`config.mk`:
```
export PLATFORM = sky130hd
export DESIGN_NAME = abfa_ctrl
export DESIGN_NICKNAME = d
export VERILOG_FILES = /design/src/rtl/abfa_pkg.sv /design/src/rtl/abfa_ctrl.sv
export SDC_FILE = /design/constraint.sdc
export NUM_CORES = 1
export LEC_CHECK = 0
export ABC_AREA = 1
export BUFFER_PORTS_ARGS = -buffer_cell sky130_fd_sc_hd__buf_2
export CORE_AREA = 2 2 39 41
export CTS_CLUSTER_DIAMETER = 30
export DETAILED_ROUTE_END_ITERATION = 16
export DIE_AREA = 0 0 41 43
export GPL_TIMING_DRIVEN = 0
export HOLD_SLACK_MARGIN = 0.02
export PLACE_DENSITY = 0.7
export SLEW_MARGIN = 20
export SYNTH_ARGS = -nofsm -noshare
export SYNTH_HDL_FRONTEND = slang
export SYNTH_SLANG_ARGS = --single-unit
```
`constraint.sdc`:
```
create_clock -name clk -period 1 [get_ports clk]
set_input_delay 0.1 -clock clk [delete_from_list [all_inputs] [get_ports clk]]
set_output_delay 0.1 -clock clk [all_outputs]
set_load 0.005 [all_outputs]
```
`src/rtl/abfa_pkg.sv`:
```
// shared types and constants of the aligned best-fit allocator
package abfa_pkg;

  localparam longint unsigned PAGE_BYTES_DEF = 64'd2097152;
  localparam int MAX_BLOCKS_DEF = 64;

  localparam int OFFSET_W = 21;
  localparam int SIZE_W = 22;
  localparam int ALIGN_W = 17;
  localparam int STAMP_W = 16;

  typedef enum logic [1:0] {
    ST_OK    = 2'd0,
    ST_NOFIT = 2'd1,
    ST_FULL  = 2'd2
  } status_t;

  typedef enum logic {
    OP_ALLOC = 1'b0,
    OP_FREE  = 1'b1
  } op_t;

  typedef struct packed {
    logic                  op;
    logic [OFFSET_W-1:0]   request_size;
    logic [ALIGN_W-1:0]    alignment;
    logic [OFFSET_W-1:0]   block_offset;
    logic [SIZE_W-1:0]     block_size;
  } req_t;

  typedef struct packed {
    logic [1:0]            status;
    logic [OFFSET_W-1:0]   granted_offset;
    logic [SIZE_W-1:0]     granted_size;
  } rsp_t;

  typedef enum logic [3:0] {
    S_IDLE,
    S_CHECK,
    S_NEED_GO,
    S_NEED_WAIT,
    S_RD,
    S_CHK,
    S_MOD_WAIT,
    S_COMMIT,
    S_TAIL
  } state_t;

  typedef enum logic [3:0] {
    DP_NOP,
    DP_LOAD,
    DP_DIV_NEED,
    DP_NEED,
    DP_READ,
    DP_DIV_ENTRY,
    DP_EVAL,
    DP_COMMIT,
    DP_TAIL
  } dp_cmd_t;

  typedef struct packed {
    logic is_free;
    logic trivial;
    logic rd_valid;
    logic scan_last;
    logic div_busy;
    logic two_puts;
  } dp_stat_t;

endpackage

```
`src/rtl/abfa_ctrl.sv`:
```
// sequencing state machine of the allocator
module abfa_ctrl (
  input  logic                clk,
  input  logic                rst,
  input  logic                req_valid,
  output logic                req_ready,
  output logic                rsp_valid,
  input  logic                rsp_ready,
  input  abfa_pkg::dp_stat_t  stat,
  output abfa_pkg::dp_cmd_t   cmd
);
  import abfa_pkg::*;

  state_t state;
  state_t state_next;
  logic   out_free;

  assign out_free = !rsp_valid || rsp_ready;

  always_ff @(posedge clk) begin
    if (rst) begin
      state     <= S_IDLE;
      rsp_valid <= 1'b0;
    end else begin
      state <= state_next;
      if (cmd == DP_COMMIT) begin
        rsp_valid <= 1'b1;
      end else if (rsp_ready) begin
        rsp_valid <= 1'b0;
      end
    end
  end

  always_comb begin
    state_next = state;
    unique case (state)
      S_IDLE:      if (req_valid) state_next = S_CHECK;
      S_CHECK: begin
        if (stat.trivial) begin
          state_next = S_COMMIT;
        end else if (stat.is_free) begin
          state_next = S_RD;
        end else begin
          state_next = S_NEED_GO;
        end
      end
      S_NEED_GO:   state_next = S_NEED_WAIT;
      S_NEED_WAIT: if (!stat.div_busy) state_next = S_RD;
      S_RD:        state_next = S_CHK;
      S_CHK: begin
        if (!stat.is_free && stat.rd_valid) begin
          state_next = S_MOD_WAIT;
        end else begin
          state_next = stat.scan_last ? S_COMMIT : S_RD;
        end
      end
      S_MOD_WAIT: begin
        if (!stat.div_busy) begin
          state_next = stat.scan_last ? S_COMMIT : S_RD;
        end
      end
      S_COMMIT: begin
        if (out_free) begin
          state_next = stat.two_puts ? S_TAIL : S_IDLE;
        end
      end
      S_TAIL:      state_next = S_IDLE;
      default:     state_next = S_IDLE;
    endcase
  end

  always_comb begin
    cmd       = DP_NOP;
    req_ready = 1'b0;
    unique case (state)
      S_IDLE: begin
        req_ready = 1'b1;
        if (req_valid) cmd = DP_LOAD;
      end
      S_CHECK:     cmd = DP_NOP;
      S_NEED_GO:   cmd = DP_DIV_NEED;
      S_NEED_WAIT: if (!stat.div_busy) cmd = DP_NEED;
      S_RD:        cmd = DP_READ;
      S_CHK: begin
        if (!stat.is_free && stat.rd_valid) begin
          cmd = DP_DIV_ENTRY;
        end else begin
          cmd = DP_EVAL;
        end
      end
      S_MOD_WAIT:  if (!stat.div_busy) cmd = DP_EVAL;
      S_COMMIT:    if (out_free) cmd = DP_COMMIT;
      S_TAIL:      cmd = DP_TAIL;
      default:     cmd = DP_NOP;
    endcase
  end

endmodule

```
Word level (Yosys, flattened, before mapping). Index checks and enable logic that the tools add are counted.

Register bits after elaboration: 5. Input bits: 10. Output and inout port bits: 6.

Equality and inequality tests: 13. Mux-type cells: 19. Reduce and logical (&&, ||, !) cells: 7.

Operators with widths (number): $pmux W4 S8 (2); $eq A4 B3 Y1 const B (5); $mux W4 (5); $mux W3 (4); $eq A4 B2 Y1 const B (2); $mux W2 (4); $ne A2 B2 Y1 const B (4); $eq A4 B1 Y1 const B (1); $eq A4 B4 Y1 const B (1); $logic_not A4 Y1 (1); $mux W1 (4); $reduce_and A4 Y1 (1); $logic_not A1 Y1 (2); $reduce_bool A2 Y1 (1); $logic_and A1 B1 Y1 (1); $logic_or A1 B1 Y1 (1).

Depth between registers and ports, before layout. Gate-level depths: netlist (run 1).

Depth in word-level cells: 6. Gate-level depth with buffers: 9.

Worst setup path before layout (run 1). No wires, ideal clock.

Path type: reg-to-reg. Start: register state[3]. End: register state[0]. Arrival: 1.007 ns. Required time: 0.889 ns. Slack: -0.118 ns. Cell stages (with the launch flop): 9. Clock period less this slack: 1.118 ns. Cell sequence: dfxtp_1 > nor2_2 > inv_2 > nor2_4 > nand2_2 > nand3_2 > nor2_1 > nor2_1 > nor2_1.

Word-level cells in the longest chain between the ends: 3. Elaborated cells between the ends (all ways): 14.

Ends and longest elaborated chain: from (decl) (line abfa_ctrl.sv:14) `state_t state;`; from (signal assigned) (line abfa_ctrl.sv:25) `state <= state_next;`; $eq A4 B3 Y1 (tied with other cells) (line abfa_ctrl.sv:36) `unique case (state)`; $ne A2 B2 Y1 (no line); $reduce_and A4 Y1 (no line).

Parallel ways exist; a longest one is shown, timed or not. A chain may end at the register's enable or synchronous reset.

Worst setup path in the final report (run 1).
Start: register state[3]. End: output port cmd[2].

Word-level cells in the longest chain between the ends: 2. Elaborated cells between the ends (all ways): 9.

Ends and longest elaborated chain: $eq A4 B4 Y1 (tied with other cells) (line abfa_ctrl.sv:75) `unique case (state)`; $pmux W4 S8 * (line abfa_ctrl.sv:75); to (decl) (line abfa_ctrl.sv:10) `output abfa_pkg::dp_cmd_t cmd`.

Mark *: on every way between the ends. The rest lies on a longest branch, timed or not.

==> results of run 1 <==
## layer usage
metal / global-route usage / part of all wire / vias to the layer above
li1: - / - / 311
met1: 0.197 / 0.41 / 267
met2: 0.313 / 0.56 / 9
met3: 0.0314 / 0.028 / 0
met4: 0.0800 / 0 / 0
met5: 0 / 0 / -
## kinds of logic after synthesis
logic type | count (synthesis)
buffers and inverters | 13
flip-flops | 5
AO/OA/AOI/OAI | 13
AND/OR/NAND/NOR | 47
## sequential cells by signal, summed over array words and instances (netlist names)
name / cells
rsp_valid: 1
state: 4
## power by group through the flow
stage / sequential, mW / combinational [mW] / clock, mW
6_report: 0.384 / 1.36 / 0.229
4_1_cts: 0.377 / 1.16 / 0.242
5_1_grt: 0.389 / 1.51 / 0.252
2_1_floorplan: 0.322 / 0.657 / 0
3_3_place_gp: 0.334 / 0.882 / 0
3_5_place_dp: 0.336 / 0.894 / 0
## worst max path at each step
| stage | end | startpoint | slack (ns) |
|---|---|---|---|
| floorplan | state[0] | state[3] | -0.06 |
| CTS | cmd[1] | state[1] | -0.30 |
| global route | cmd[1] | state[3] | -0.38 |
| global placement | cmd[1] | state[3] | -0.20 |
| detailed placement | state[0] | state[1] | -0.23 |
| finish | cmd[2] | state[3] | -0.31 |
## stage by stage
| step | power [mW] | hold WS [ns] | setup slack (ns) |
|---|---|---|---|
| final | 1.98 | 0.0832 | -0.313 |
| after detailed placement | 1.23 | 0.322 | -0.226 |
| after floorplan | 0.979 | 0.155 | -0.0594 |
| after CTS | 1.78 | 0.0712 | -0.298 |
| after global placement | 1.22 | 0.318 | -0.203 |
| after global routing | 2.15 | 0.0787 | -0.384 |
## cells in the mapped netlist
cell type / instances / share of area
nor2_4: 1 / 0.025
a21oi_1: 2 / 0.022
nor2_2: 3 / 0.041
a21boi_0: 1 / 0.017
nand3_1: 7 / 0.077
nand3_2: 2 / 0.044
inv_1: 11 / 0.091
inv_2: 2 / 0.017
a21oi_2: 1 / 0.019
nor2_1: 11 / 0.091
nand4_1: 1 / 0.014
nand2_1: 18 / 0.15
o21ai_0: 5 / 0.055
nor3_1: 2 / 0.022
nand2_2: 2 / 0.028
o211ai_1: 4 / 0.066
dfxtp_1: 5 / 0.22
## critical path: stages (launching register included)
cell	delay, ns
dfxtp_4	0.36
buf_4	0.14
nor2_4	0.14
nand3_2	0.11
o211ai_1	0.09
buf_2	0.14
## layout make-up
cell class              count  area, sq um  share of cell area
clock buffers               4         26.3              0.0327
inverters                  13         53.8              0.0669
multi-input cells          60          420               0.523
flip-flops and latches      5          115               0.143
well taps                  16         20.0              0.0249
repair buffers             26          169               0.210
## timing repair
item	CTS	global route
pin swaps	5	16
endpoints found under the setup margin	9	9
setup buffers	9	2
gates resized for setup	28	16
==> impl_metrics.yaml, run 1 <==
final_layout:
  final_common_cell: "buf_2"
  final_nets: 119
  n_fill_cell: 136
  drive_above_1_share: 0.630
  final_util: 0.581
  synthToLayoutAreaGrowth_pct: 77.6
  fin_cells: 124
  fin_area_sq_um: 805
  layout_common_cells: "15 x buf_2, 10 x nand2_1, 8 x buf_4"
  diodes: 0
power:
  leakagePower_nw: 0.384
  p_sw_frac: 0.475
  intPower_mw: 1.04
  combPwrFrac: 0.690
  powerDensity_mw_per_mm2: 2460
  p_switching_mw: 0.938
  p_seq_frac: 0.194
  vdd_drop_max_mv: 1.38
  clkPwrFrac: 0.116
worst_setup_path:
  rr_endpoint: "state[0]"
  reg2reg_slack_ns: -0.29
  crit_arrival_ns: 1.21
  rr_startpoint: "state[3]"
  end_kind: "primary output"
  critPathKind: "flop to primary output"
  worst-endpoint-required_ns: 0.90
  crit_path_max_fanout: 4
  r2r_cells: 9
  crit_path_start_kind: "flop"
logic_synthesis:
  ys_ff_latch: 5
  ys_seq_area_frac: 0.221
  synthCells: 78
  synth_top_family_by_area: "simple AND/OR/NAND/NOR gates"
  syn_nets: 88
  yosysWarningCount: 0
  synth.distinct_cells: 17
  synth_compound_area_frac: 0.180
  synth-simple-area-share: 0.492
  synthesis.area_sq_um: 453
  muxShareOfSynthArea: 0
  synth_fa_ha_area_frac: 0
  syn_avg_cell_area_sq_um: 5.81
  synth_xor_area_frac: 0
routing:
  vias_per_cell: 4.73
  drt_iter0_drc: 3
  wl_mm: 1.44
  wl_per_cell_um: 11.6
  vias: 587
  postRouteAntennaNets: 0
  drc: 0
  firstDrtPassIters: 3
clock_network:
  clkSinkCount: 5
  clockBufferDepth: 2
  clkTransAtPathRegs_ns: 0.04
  cts_tree: "yes"
  clk_latency_ns: 0.24
  htreeDepth: 1
  hold_buffers: 0
  cts_buffers: 3
  cts_root_buffer: "clkbuf_4"
timing:
  max_freq_ghz: 0.762
  rsz0062_at_grt: "yes"
  slew_headroom: 0.864
  finalClockSkew_ns: 0.00216
  fin_crit_sh: 1.31
  setup_slack_ns: -0.313
  finalSetupViolations: 9
  setup_tns_ns: -2.04
  period_needed_ns: 1.31
  tightest_slew_ns: 0.203
  hold_viol: 0
  drv_slew: 0
global_routing:
  grt_overflow: 0
  grt_pass1_wl_mm: 2.14
  grt_use_total: 0.180
  antenna_found_initial: 0
  grt_max_degree: 6
  grt_pass1_vias: 545
placed_design:
  finalWeightedCongestion: 0.834
  hpwl_um: 938
  place_inst: 109
  port_buffers: 15
  placed_area_sq_um: 561
job:
  maxCapViolCount: 0
die:
  start_util: 0.327
  dieArea_sq_mm: 0.00176
  core_area_sq_mm: 0.00138
  fp.dieW_um: 41
  die_h_um: 43
  fp-row-count: 14
  io_pins: 16
min_path:
  hold_path_class: "primary input to flop"
  min_to: "state[2]"
  min_from: "rst"
  holdPathStages: 2
run_status:
  outcome: "finished with violations"
  violations: "negative setup slack"
(Power assumes the default switching activity.)
==> run 2, diff against run 1 <==
--- a/config.mk
+++ b/config.mk
@@ -6,7 +6,7 @@
 export NUM_CORES = 1
 export LEC_CHECK = 0
 export ABC_AREA = 1
-export BUFFER_PORTS_ARGS = -buffer_cell sky130_fd_sc_hd__buf_2
+export BUFFER_PORTS_ARGS = -buffer_cell sky130_fd_sc_hd__buf_4
 export CORE_AREA = 2 2 39 41
 export CTS_CLUSTER_DIAMETER = 30
 export DETAILED_ROUTE_END_ITERATION = 16
==> run 2 against run 1 <==
The run still ends with negative setup slack left. Critical path depth rose by 1. Largest power group unchanged. Clock-buffer cell count unchanged. Critical path type unchanged. Register-to-register slack better by 0.02 ns. Largest cell class unchanged. Power decreased by 7.7%. Critical endpoint is now cmd[1]. First-iteration DRC count is 130% higher. Wire length shrank 3.9%. Worst hold slack worse by 0.039 ns.
==> impl_metrics.yaml, run 2 (synthesis gave the netlist of run 1 again) <==
run_status:
  outcome: "finished with violations"
  violations: "negative setup slack"
die:
  core_area_sq_mm: 0.00138
  start_util: 0.327
  die_h_um: 43
  io_pins: 16
  fp.dieW_um: 41
  dieArea_sq_mm: 0.00176
  fp-row-count: 14
min_path:
  holdPathStages: 2
  min_to: "state[2]"
  hold_path_class: "primary input to flop"
  min_from: "rst"
clock_network:
  htreeDepth: 1
  cts_buffers: 3
  clockBufferDepth: 2
  cts_root_buffer: "clkbuf_4"
  cts_tree: "yes"
  hold_buffers: 0
  clkSinkCount: 5
  clkTransAtPathRegs_ns: 0.04
  clk_latency_ns: 0.24
timing:
  max_freq_ghz: 0.754
  whs_ns: 0.0443
  fin_crit_sh: 1.33
  drv_slew: 0
  slew_headroom: 0.841
  finalSetupViolations: 9
  setup_slack_ns: -0.326
  finalClockSkew_ns: 0.00146
  hold_viol: 0
  rsz0062_at_grt: "yes"
  period_needed_ns: 1.33
  tightest_slew_ns: 0.237
worst_setup_path:
  cpMaxStageDelayCell: "dfxtp_4"
  r2r_cells: 9
  cp_top_family: "flip-flops"
  critPathKind: "flop to primary output"
  crit_buf_inv: 2
  slowest_delay_ns: 0.35
  rr_endpoint: "state[0]"
  crit_path_start_kind: "flop"
  rr_startpoint: "state[1]"
  reg2reg_slack_ns: -0.27
  crit_path_max_fanout: 4
  end_kind: "primary output"
  path_cells: "nor2_4 > nand2_2 > o21ai_1 > inv_1 > nand4_1 > buf_4"
  worst-endpoint-required_ns: 0.90
  crit_arrival_ns: 1.23
final_layout:
  top_regs: "state (4), rsp_valid (1)"
  n_fill_cell: 136
  final_common_cell: "buf_4"
  final_nets: 115
  synthToLayoutAreaGrowth_pct: 68.0
  layout_common_cells: "21 x buf_4, 15 x nand2_1, 9 x nor2_1"
  seq_area_sq_um: 115
  largest_register_ffs: 4
  fin_cells: 120
  diodes: 0
  drive_above_1_share: 0.510
  multi_input_area_sq_um: 377
  largest-register: "state"
power:
  leakagePower_nw: 0.353
  p_sw_frac: 0.468
  p_seq_frac: 0.219
  clkPwrFrac: 0.126
  vdd_drop_max_mv: 1.32
  intPower_mw: 0.970
  powerDensity_mw_per_mm2: 2400
  combPwrFrac: 0.655
  p_total_mw: 1.82
  p_switching_mw: 0.852
routing:
  wl_mm: 1.38
  vias: 589
  drt_iter0_drc: 7
  vias_per_cell: 4.91
  postRouteAntennaNets: 0
  firstDrtPassIters: 4
  wl_per_cell_um: 11.5
  drc: 0
job:
  maxCapViolCount: 0
global_routing:
  grt_use_total: 0.175
  grt_pass1_vias: 523
  antenna_found_initial: 0
  grt_overflow: 0
  grt_max_degree: 6
  grt_pass1_wl_mm: 2.13
placed_design:
  place_inst: 109
  finalWeightedCongestion: 0.869
  hpwl_um: 906
  post-place-ws_ns: -0.199
  port_buffers: 15
[run 2: cell types whose count changed in the layout (fill, tap and decap cells not counted)]
| cell | before | now |
|---|---|---|
| buf_6 | 3 | 1 |
| nand2_1 | 10 | 15 |
| nand2_2 | 6 | 4 |
| inv_2 | 4 | 3 |
| nor2_2 | 3 | 0 |
| buf_4 | 8 | 21 |
| inv_1 | 7 | 8 |
| nand2_4 | 4 | 1 |
| nand3_1 | 5 | 6 |
| nor2_1 | 6 | 9 |
| o21ai_0 | 2 | 3 |
| nand3_2 | 3 | 2 |
| o21ai_2 | 1 | 0 |
| buf_2 | 15 | 0 |
[run 2: cell type report]
cell class,instances,area share
inverter,13,0.0707
tap,16,0.0263
sequential,5,0.151
timing repair buffer,22,0.222
clock buffer,4,0.0345
multi-input combinational,60,0.495
[run 2: worst max-delay path by stage]
| stage | startpoint | endpoint | slack, ns | depth (start not counted) |
|---|---|---|---|---|
| global route | state[3] | cmd[1] | -0.39 | 6 |
| CTS | state[2] | cmd[1] | -0.32 | 6 |
| detailed placement | state[1] | state[0] | -0.20 | 9 |
| floorplan | state[3] | state[0] | -0.06 | 8 |
| global placement | state[3] | cmd[1] | -0.20 | 8 |
| finish | state[3] | cmd[1] | -0.33 | 6 |
[run 2: power groups by stage]
stage               registers [mW]  logic, mW  clock network [mW]
finish                       0.399       1.19               0.229
global route                 0.403       1.31               0.250
detailed placement           0.336      0.950                   0
global placement             0.333      0.949                   0
floorplan                    0.322      0.657                   0
CTS                          0.390       1.13               0.240
[run 2: timing repair]
item	4_1_cts	5_1_grt
resized for setup	23	4
setup endpoints to repair	9	9
pin swaps	5	6
buffers inserted	5	2
[run 2: layer usage]
layer,GRT usage,part of all wire,vias up
met5,0,0,-
met2,0.294,0.54,21
met4,0.0600,0.020,0
li1,-,-,304
met3,0.0157,0.050,4
met1,0.220,0.39,260
[run 2: through the flow]
step / instance area [sq um] / utilization / TNS, ns
2_1_floorplan: 465 / - / -0.144
3_3_place_gp: 598 / 0.432 / -1.09
3_5_place_dp: 598 / 0.432 / -1.09
4_1_cts: 723 / 0.523 / -1.87
5_1_grt: 761 / 0.550 / -2.65
6_report: 761 / 0.550 / -2.07
==> run 3, diff against run 2 <==
--- a/config.mk
+++ b/config.mk
@@ -5,15 +5,14 @@
 export SDC_FILE = /design/constraint.sdc
 export NUM_CORES = 1
 export LEC_CHECK = 0
-export ABC_AREA = 1
 export BUFFER_PORTS_ARGS = -buffer_cell sky130_fd_sc_hd__buf_4
-export CORE_AREA = 2 2 39 41
+export CORE_AREA = 5 5 42 44
 export CTS_CLUSTER_DIAMETER = 30
 export DETAILED_ROUTE_END_ITERATION = 16
-export DIE_AREA = 0 0 41 43
+export DIE_AREA = 0 0 47 49
 export GPL_TIMING_DRIVEN = 0
 export HOLD_SLACK_MARGIN = 0.02
-export PLACE_DENSITY = 0.7
+export PLACE_DENSITY = 0.74
 export SLEW_MARGIN = 20
 export SYNTH_ARGS = -nofsm -noshare
 export SYNTH_HDL_FRONTEND = slang
==> run 3 against run 2 <==
The flow still finishes with violations (negative setup slack). Register-to-register slack worse by 0.20 ns. Sequential share of layout area fell by 1.4 points. Combinational power rose by 17%. Synthesized cell count decreased by 19%. Clock power is 6% higher. Sequential cell count did not move. Non-clock buffer count rose by 2. Power rose by 11%. Critical path depth is the same. Maximum frequency down 12%. Global-route usage decreased by 4.1 points. Largest power group unchanged.
==> impl_metrics.yaml, run 3 <==
die:
  fp-row-count: 14
  dieArea_sq_mm: 0.00230
  fp.dieW_um: 47
  die_h_um: 49
  io_pins: 16
  start_util: 0.350
  core_area_sq_mm: 0.00140
power:
  p_sw_frac: 0.416
  intPower_mw: 1.18
  p_switching_mw: 0.837
  powerDensity_mw_per_mm2: 2600
  leakagePower_nw: 0.323
  clkPwrFrac: 0.120
  p_total_mw: 2.01
  p_seq_frac: 0.188
  vdd_drop_max_mv: 1.52
  combPwrFrac: 0.692
logic_synthesis:
  synth-edff-count: 0
  synth_commonest_cells: "5 x dfxtp_1, 4 x a21oi_1, 4 x nor2_1, 4 x o21ai_0"
  syn_avg_cell_area_sq_um: 7.79
  synth.distinct_cells: 34
  synth_top_flop_cell: "dfxtp_1"
  synthArstFlopShare: 0
  synth_top_cell_area_share: 0.204
  yosysMostFrequentCell: "dfxtp_1"
  synthesis.area_sq_um: 490
  yosysWarningCount: 0
  ys_seq_area_frac: 0.204
  syn_nets: 73
  ys_top_cells_by_area: "dfxtp_1 20%, o21a_1 4.6%, a21oi_1 4.1%, o21ai_0 4.1%, o21ba_1 4.1%"
  synth_top_area_cell: "dfxtp_1"
  ys_ff_latch: 5
  synthCells: 63
timing:
  setup_slack_ns: -0.514
  hold_viol: 0
  tightest_slew_ns: 0.368
  fin_crit_sh: 1.51
  slew_headroom: 0.755
  max_freq_ghz: 0.661
  finalClockSkew_ns: 0.00868
  whs_ns: 0.0717
  finalSetupViolations: 9
  drv_slew: 0
  period_needed_ns: 1.51
  rsz0062_at_grt: "yes"
final_layout:
  synthToLayoutAreaGrowth_pct: 58.2
  largest-register: "state"
  largest_register_ffs: 4
  drive_above_1_share: 0.523
  diodes: 0
  fin_cells: 102
  top_regs: "state (4), rsp_valid (1)"
  layout_common_cells: "19 x buf_4, 4 x nor2_1, 4 x o21ai_0"
  n_fill_cell: 129
  final_nets: 97
  final_common_cell: "buf_4"
routing:
  vias_per_cell: 5.79
  wl_per_cell_um: 14.2
  vias: 591
  drt_iter0_drc: 16
  wl_mm: 1.45
  drc: 0
  postRouteAntennaNets: 0
  firstDrtPassIters: 4
clock_network:
  clkTransAtPathRegs_ns: 0.05
  cts_buffers: 3
  cts_tree: "yes"
  clk_latency_ns: 0.25
  htreeDepth: 1
  cts_root_buffer: "clkbuf_4"
  clkSinkCount: 5
  clockBufferDepth: 2
worst_setup_path:
  worst-endpoint-required_ns: 0.90
  crit_arrival_ns: 1.41
  crit_path_start_kind: "flop"
  slowest_delay_ns: 0.32
  path_cells: "buf_6 > and3b_4 > o21a_1 > nor3_2 > o21ba_1 > buf_4"
  reg2reg_slack_ns: -0.47
  cpMaxStageDelayCell: "dfxtp_2"
  critPathKind: "flop to primary output"
  crit_path_max_fanout: 5
  end_kind: "primary output"
global_routing:
  antenna_found_initial: 0
  grt_use_total: 0.134
  grt_overflow: 0
  grt_pass1_wl_mm: 2.30
  grt_max_degree: 11
  grt.busiest_layer: "met2"
  grt_pass1_vias: 552
  use_met1: 0.170
  grtUsageMet2: 0.199
  grt_util_met3: 0.0258
placed_design:
  place_inst: 94
  port_buffers: 15
  finalWeightedCongestion: 0.852
  hpwl_um: 991
run_status:
  violations: "negative setup slack"
  outcome: "finished with violations"
job:
  maxCapViolCount: 0
min_path:
  hold_path_class: "primary input to flop"
run 3: changes by cell type in the layout (fill, tap and decap cells not counted), moves of 3 or more:
| cell | change |
|---|---|
| inv_1 | -5 |
| nor2_1 | -5 |
| inv_2 | -3 |
| nand2_2 | -4 |
| o211ai_1 | -3 |
| nand2_1 | -13 |
| nor2_4 | -6 |
| dfxtp_4 | -3 |
| o21a_1 | +3 |
| nand3_1 | -5 |
run 3: power groups by stage:
stage	combinational [mW]	clock (mW)	sequential, mW
finish	1.39	0.243	0.378
global route	1.51	0.268	0.388
CTS	1.33	0.247	0.365
detailed placement	1.10	0	0.333
global placement	1.09	0	0.332
floorplan	0.787	0	0.314
run 3: worst paths after layout:
path | start | to | cells past startpoint
setup / recovery | state[0] | cmd[1] | 6
hold / removal | rst | state[1] | 2
setup reg to reg | state[0] | state[0] | 5
hold reg to reg | rsp_valid | rsp_valid | 2
run 3: kinds of logic (layout without fill, tap and decap cells):
group | after synthesis | in the layout | share of synthesized area
buffers and inverters | 8 | 31 | 0.0816
AOI/OAI and AO/OA | 25 | 25 | 0.388
DFF | 5 | 5 | 0.204
and+or+nand+nor | 25 | 25 | 0.327
run 3: worst max-delay path: cells and delay by family, from the launching register on:
| family | cells | cell delay [ns] |
|---|---|---|
| buf+inv | 2 | 0.22 |
| compound gates | 2 | 0.32 |
| simple gates | 2 | 0.31 |
| flops | 1 | 0.32 |
run 3: area by class of cell:
class | instances | area [sq um] | area share
Multi-Input combinational cell | 50 | 414 | 0.534
Tap cell | 16 | 20.0 | 0.0258
Inverter | 3 | 11.3 | 0.0145
Buffer | 5 | 57.6 | 0.0742
Timing Repair Buffer | 19 | 140 | 0.181
Sequential cell | 5 | 106 | 0.137
Clock buffer | 4 | 26.3 | 0.0339
run 3: routing by layer:
layer  vias up  part of all wire
met5         -                 0
met4         0             0.032
met3         6             0.051
met2        27              0.49
met1       274              0.43
li1        284                 -
run 3: repair_timing:
action | CTS | global route
gates cloned | 1 | 0
setup buffers | 2 | 1
hold endpoints to repair | 0 | 0
hold buffers | 0 | 0
pin swaps | 4 | 1
setup endpoints to repair | 10 | 10
resized for setup | 18 | 4
run 3: metrics by stage:
| stage | instance area, sq um | worst slack (ns) | TNS [ns] | util |
|---|---|---|---|---|
| after floorplan | 502 | -0.368 | -1.51 | - |
| after global placement | 634 | -0.440 | -2.79 | 0.453 |
| after detailed placement | 634 | -0.460 | -2.93 | 0.453 |
| after CTS | 748 | -0.494 | -3.75 | 0.534 |
| after global routing | 776 | -0.623 | -4.41 | 0.554 |
| final | 776 | -0.514 | -3.74 | 0.554 |
